==> config.mk <==
export PLATFORM = sky130hd
export DESIGN_NAME = ntdt_ctrl
export DESIGN_NICKNAME = d
export VERILOG_FILES = /design/src/design/ntdt_pkg.sv /design/src/design/ntdt_ctrl.sv
export SDC_FILE = /design/constraint.sdc
export NUM_CORES = 1
export LEC_CHECK = 0
export ABC_AREA = 1
export BUFFER_PORTS_ARGS = -buffer_cell sky130_fd_sc_hd__buf_2
export CAP_MARGIN = 20
export CORE_AREA = 2 2 39 41
export DETAILED_ROUTE_END_ITERATION = 10
export DIE_AREA = 0 0 41 43
export GPL_TIMING_DRIVEN = 0
export PLACE_DENSITY = 0.69
export SLEW_MARGIN = 20
export SYNTH_ARGS = -nofsm -noshare
export SYNTH_HDL_FRONTEND = slang
export SYNTH_SLANG_ARGS = --single-unit
==> constraint.sdc <==
create_clock -name aclk -period 1.4 [get_ports aclk]
set_input_delay 0.14 -clock aclk [delete_from_list [all_inputs] [get_ports aclk]]
set_output_delay 0.14 -clock aclk [all_outputs]
set_load 0.03 [all_outputs]
==> src/design/ntdt_pkg.sv <==
package ntdt_pkg;

    localparam int NODES     = 1024;
    localparam int SLOTS     = 8;
    localparam int TIME_BITS = 16;

    localparam int NODE_W  = 10;
    localparam int SLOT_W  = (SLOTS > 1) ? $clog2(SLOTS) : 1;
    localparam int ROW_W   = (NODES > 1) ? $clog2(NODES) : 1;
    localparam int ADDR_W  = ROW_W + SLOT_W;
    localparam int VAL_W   = 32;
    localparam int ENTRY_W = TIME_BITS + 5 * VAL_W;

    localparam logic [2:0] CMD_COST   = 3'd0;
    localparam logic [2:0] CMD_ACCESS = 3'd1;
    localparam logic [2:0] CMD_STORE  = 3'd2;
    localparam logic [2:0] CMD_PURGE  = 3'd3;
    localparam logic [2:0] CMD_CLEAR  = 3'd4;

    localparam logic REG_BASE_COST   = 1'b0;
    localparam logic REG_PURGE_VALUE = 1'b1;

    typedef struct packed {
        logic              row_rd;
        logic              row_eval;
        logic              row_wb;
        logic              clr_step;
        logic              sweep_start;
        logic              sweep_sel;
        logic              out_ld;
    } ntdt_cmd_t;

    typedef struct packed {
        logic last_row;
    } ntdt_stat_t;

endpackage

==> src/design/ntdt_ctrl.sv <==
module ntdt_ctrl (
    input  logic                 aclk,
    input  logic                 aresetn,
    input  logic                 s_fire,
    input  logic [2:0]           cmd,
    input  logic                 m_tready,
    output logic                 s_tready,
    output logic                 m_tvalid,
    input  ntdt_pkg::ntdt_stat_t stat,
    output ntdt_pkg::ntdt_cmd_t  ctl
);
    typedef enum logic [2:0] {INIT, IDLE, RD, SCAN, FIN, PWB, CLR, SOUT} state_t;
    state_t state_reg;
    logic [ntdt_pkg::SLOT_W:0] cnt_reg;
    logic sweep;

    assign sweep = cmd == ntdt_pkg::CMD_PURGE || cmd == ntdt_pkg::CMD_CLEAR;
    assign s_tready = state_reg == IDLE && !m_tvalid;

    always_comb begin
        ctl = '0;
        ctl.row_rd      = state_reg == RD;
        ctl.row_eval    = state_reg == SCAN;
        ctl.row_wb      = state_reg == PWB;
        ctl.clr_step    = state_reg == INIT || state_reg == CLR;
        ctl.sweep_start = s_fire && sweep;
        ctl.sweep_sel   = (state_reg == RD || state_reg == SCAN || state_reg == PWB) &&
                          cmd == ntdt_pkg::CMD_PURGE;
        ctl.out_ld      = state_reg == FIN || state_reg == SOUT;
    end

    always_ff @(posedge aclk) begin
        if (!aresetn) begin
            state_reg <= INIT;
            m_tvalid  <= 1'b0;
            cnt_reg   <= '0;
        end else begin
            if (m_tvalid && m_tready) m_tvalid <= 1'b0;
            case (state_reg)
                INIT: if (stat.last_row) state_reg <= IDLE;
                IDLE: if (s_fire) begin
                    state_reg <= (cmd == ntdt_pkg::CMD_CLEAR) ? CLR : RD;
                end
                RD: begin
                    state_reg <= SCAN;
                    cnt_reg   <= '0;
                end
                SCAN: begin
                    cnt_reg <= cnt_reg + 1'b1;
                    if (cnt_reg == (ntdt_pkg::SLOT_W + 1)'(ntdt_pkg::SLOTS - 1)) begin
                        state_reg <= (cmd == ntdt_pkg::CMD_PURGE) ? PWB : FIN;
                    end
                end
                FIN: begin
                    state_reg <= IDLE;
                    m_tvalid  <= 1'b1;
                end
                PWB: state_reg <= stat.last_row ? SOUT : RD;
                CLR: if (stat.last_row) state_reg <= SOUT;
                SOUT: begin
                    state_reg <= IDLE;
                    m_tvalid  <= 1'b1;
                end
                default: state_reg <= IDLE;
            endcase
        end
    end
endmodule
### Word-level counts from Yosys, hierarchy flattened

Index checks and enable logic that the tools add are counted.

| word-level totals | value |
|---|---|
| bits in registers | 8 |
| bits of input ports | 8 |
| output and inout port bits | 9 |
| logic and storage cells | 44 |

| cells by class | value |
|---|---|
| add/subtract/negate cells | 1 |
| equality and inequality tests | 14 |
| multiplexer cells | 11 |
| reductions and logical operators | 15 |

Operator list:

| operator | number |
|---|---|
| $pmux W3 S7 | 1 |
| $mux W3 | 6 |
| $eq A3 B3 Y1 const B | 5 |
| $eq A3 B2 Y1 const B | 3 |
| $pmux W4 S2 | 1 |
| $ne A2 B2 Y1 const B | 3 |
| $logic_or A1 B1 Y1 | 5 |
| $add A4 B1 Y4 const B | 1 |
| $eq A4 B3 Y1 const B | 1 |
| $logic_and A1 B1 Y1 | 4 |
| $reduce_and A4 Y1 | 1 |
| $reduce_bool A2 Y1 | 2 |
| $eq A3 B1 Y1 const B | 1 |
| $logic_not A3 Y1 | 1 |
| $mux W1 | 3 |
| $ne A2 B1 Y1 const B | 1 |
| $reduce_or A2 Y1 | 1 |
| $logic_not A1 Y1 | 1 |

### Depth between registers and ports, before layout

| depth | value |
|---|---|
| word-level depth | 4 |
| gate-level depth with buffers | 8 |
| mapped depth without buffers | 8 |

### Worst setup path before layout

Ideal clock, no wire load.

| timing path | value |
|---|---|
| path kind | register to output |
| start | register state_reg[2] |
| end | output port ctl[1] in the netlist's numbering |
| data arrival time | 1.621 ns |
| data required time | 1.260 ns |
| setup slack | -0.361 ns |
| stages on the path, launching flop included | 6 |
| buffers on the path | 1 |
| path through | dfxtp_1 -> buf_6 -> inv_1 -> nor3_1 -> o21bai_1 -> inv_1 |

RTL lines:

| item | line | RTL |
|---|---|---|
| start: declaration | ntdt_ctrl.sv:13 | `state_t state_reg;` |
| start signal: assignment | ntdt_ctrl.sv:42 | `state_reg <= (cmd == ntdt_pkg::CMD_CLEAR) ? CLR : RD;` |
| start signal: assignment | ntdt_ctrl.sv:51 | `state_reg <= (cmd == ntdt_pkg::CMD_PURGE) ? PWB : FIN;` |
| start signal: assignment | ntdt_ctrl.sv:58 | `PWB: state_reg <= stat.last_row ? SOUT : RD;` |
| end: declaration | ntdt_ctrl.sv:10 | `output ntdt_pkg::ntdt_cmd_t ctl` |

==> metrics <==
status complete, but fails checks; failing checks negative setup slack; Core ar. 1380 um^2; slew margin rel. 85.7%; clock share of power approximately 11%; CTS Hold Bufs 0; startpoint types register; final worst slack -0.0106 ns; Num CTS Buffers 3; via count 681; Period minus WS final 1.41 ns; Final nets 130; Hold WC Path Type primary input to register; num rows 14; LEAKAGE around 0.00045 uW; sequential fraction of the synthesis area 28.9%; fmax just over 700 MHz; Max Transition Viols Final 0; critical path's top delay family flip-flops; initial core utilization 40.1%; Setup Viol. Count Final 1; initial DRC count 26; DRT Wirelength 1570 um; worst path cell trace nand2_4, nor2_8, inv_4, nand2_4, o21bai_1, inv_1, buf_6; vias in the first global route between 500 and 600; Antenna Cells 0; GRT Total Usage 18.9%; final non-filler cell area 831 um^2; # fillers 127; Max Clock Skew 0.00515 ns; Final ANT Viol Nets 0; Syn. warnings 0; Worst EP required 1.26 ns; Distinct cells, synth 18; TritonCTS clock tree yes; unrepaired setup endpoints after global routing true; grt ovf 0; Mapped Nets 99; Fin. Hold Viols 0; number of remaining DRC errors 0; H-tree depth 1; Synth Area per Inst 6.16 um^2; Clock transition at path regs 0.05 ns; first-pass GRT wire length 2230 um; die width 41 um; port buffer count 16; CTS Buffer Depth 2; Vert. Die Dim 43 um; CP max FO 5; CTS Root Cell clkbuf_4; initial antenna violation count 0; CP endpoint kind output pin; Tot Pwr about 1500 uW; Crit Path Category register to output pin; Tcrit/Tclk final 101%; Syn Inst Count 90; Gate power share between 60% and 70%; maximum VDD drop 0.904 mV; CTS sink count 8; critical path buffer and inverter count 3; Slew @ Worst Pin 0.213 ns; Final GP Congestion 0.835; Layout area overhead 49.9%; Min Hold Slack 0.138 ns; Switching Power 735 uW; Fin Setup TNS -0.0106 ns; drt first pass iters 4; Pint a little under 800 uW; die area ~1800 um^2; max reg flops 4; worst slack at placement 0.0567 ns; pwr/cell area 1830 nW/um^2; Worst EP arrival 1.27 ns; Yosys reg bits 8; Net Sw Frac just under 50%; share of cells above drive strength 1 between 40% and 50%; CP max-delay cell dfxtp_4; placed cell area 666 um^2; HPWL Detailed 983 um; num ports 17; cell mode on critical path nand2_4; Reg power frac 24.3%; Netlist Area Pre-Place 554 um^2; vias per cell 5.04; drt wl/cell 11.6 um; slowest stage delay, CP ~0.41 ns; MaxCap Viol Count 0; worst-skew pair later-pin latency 0.25 ns; largest net degree at the start of global routing 7
==> kinds of logic after synthesis <==
kind of cell	count (synthesis)	share of synthesized area [%]
buffers and inverters	17	12.9
AND/OR/NAND/NOR	51	43.8
flip-flops	8	28.9
AO/OA/AOI/OAI	13	12.2
adder cells (fa/ha/maj)	1	2.26
==> synth_stat cells <==
library cell | instances | area [um^2]
nand2_1 | 22 | 82.6
dfxtp_1 | 8 | 160
inv_1 | 15 | 56.3
nor4_1 | 1 | 6.26
nor3_1 | 2 | 10.0
o21bai_1 | 1 | 7.51
buf_6 | 1 | 11.3
a21oi_1 | 7 | 35.0
nand3b_1 | 1 | 7.51
nor3_2 | 1 | 10.0
nand2_2 | 3 | 18.8
nand3_1 | 8 | 40.0
o21ai_0 | 5 | 25.0
ha_1 | 1 | 12.5
nor2_8 | 1 | 20.0
inv_2 | 1 | 3.75
nand4_1 | 1 | 6.26
nor2_1 | 11 | 41.3
==> through the flow <==
| stage | std cells | util [%] |
|---|---|---|
| global route | 135 | 60.0 |
| CTS | 128 | 53.6 |
| finish | 135 | 60.0 |
| global placement | 122 | 48.1 |
| detailed placement | 122 | 48.1 |
| floorplan | 90 | - |
==> placed cells by master, fill, tap and decap left out, types with 2 or more instances in the layout <==
cell type	count
nand2_4	3
o21ai_0	5
nand2_2	2
inv_4	2
buf_2	12
nor3_2	2
clkbuf_4	3
a21oi_1	7
buf_4	12
nand3_1	7
dfxtp_1	6
inv_1	13
nand2_1	20
buf_6	3
nor2_1	8
dfxtp_4	2
nor2_2	2
==> cell type report <==
cell class	instances	area (um^2)	area share (%)
Tap cell	16	20.0	2.41
Timing Repair Buffer	26	173	20.8
Multi-Input combinational cell	65	372	44.7
Clock buffer	3	22.5	2.71
Buffer	1	11.3	1.36
Inverter	16	65.1	7.83
Sequential cell	8	168	20.2
==> power by group through the flow <==
stage	clock network [uW]	logic, uW	registers [uW]
floorplan	0	507	324
global placement	0	649	332
detailed placement	0	651	331
CTS	189	750	353
global route	199	1050	377
finish	173	980	371
==> tightest hold or removal path, stage by stage <==
cell	delay [ns]
buf_2	0.13
nand2_1	0.06
inv_1	0.04
==> layer usage <==
layer  part of all wire [%]  GRT usage (%)  vias up
met1                     40           20.8      301
met5                      0              0        -
li1                       -              -      342
met3                    6.3           4.71        6
met2                     51           30.6       32
met4                    2.0           11.3        0
==> timing repair <==
action	in CTS	in global routing
cloned	0	0
pin swaps	3	4
setup endpoints to repair	5	3
hold endpoints to repair	0	0
setup buffers	3	7
gates resized for setup	14	10
==> final timing paths <==
path | start | endpoint | slack (ns) | depth (start not counted)
setup / recovery | state_reg[0]$_SDFFE_PN0P_ | ctl[1] | -0.01 | 7
hold / removal | aresetn | m_tvalid$_SDFFE_PN0P_ | 0.14 | 3
setup reg to reg | state_reg[2]$_SDFFE_PN0P_ | state_reg[2]$_SDFFE_PN0P_ | 0.20 | 7
hold reg to reg | cnt_reg[0]$_SDFFE_PN0P_ | cnt_reg[0]$_SDFFE_PN0P_ | 0.49 | 1
Power figures use the tool's default switching activity.
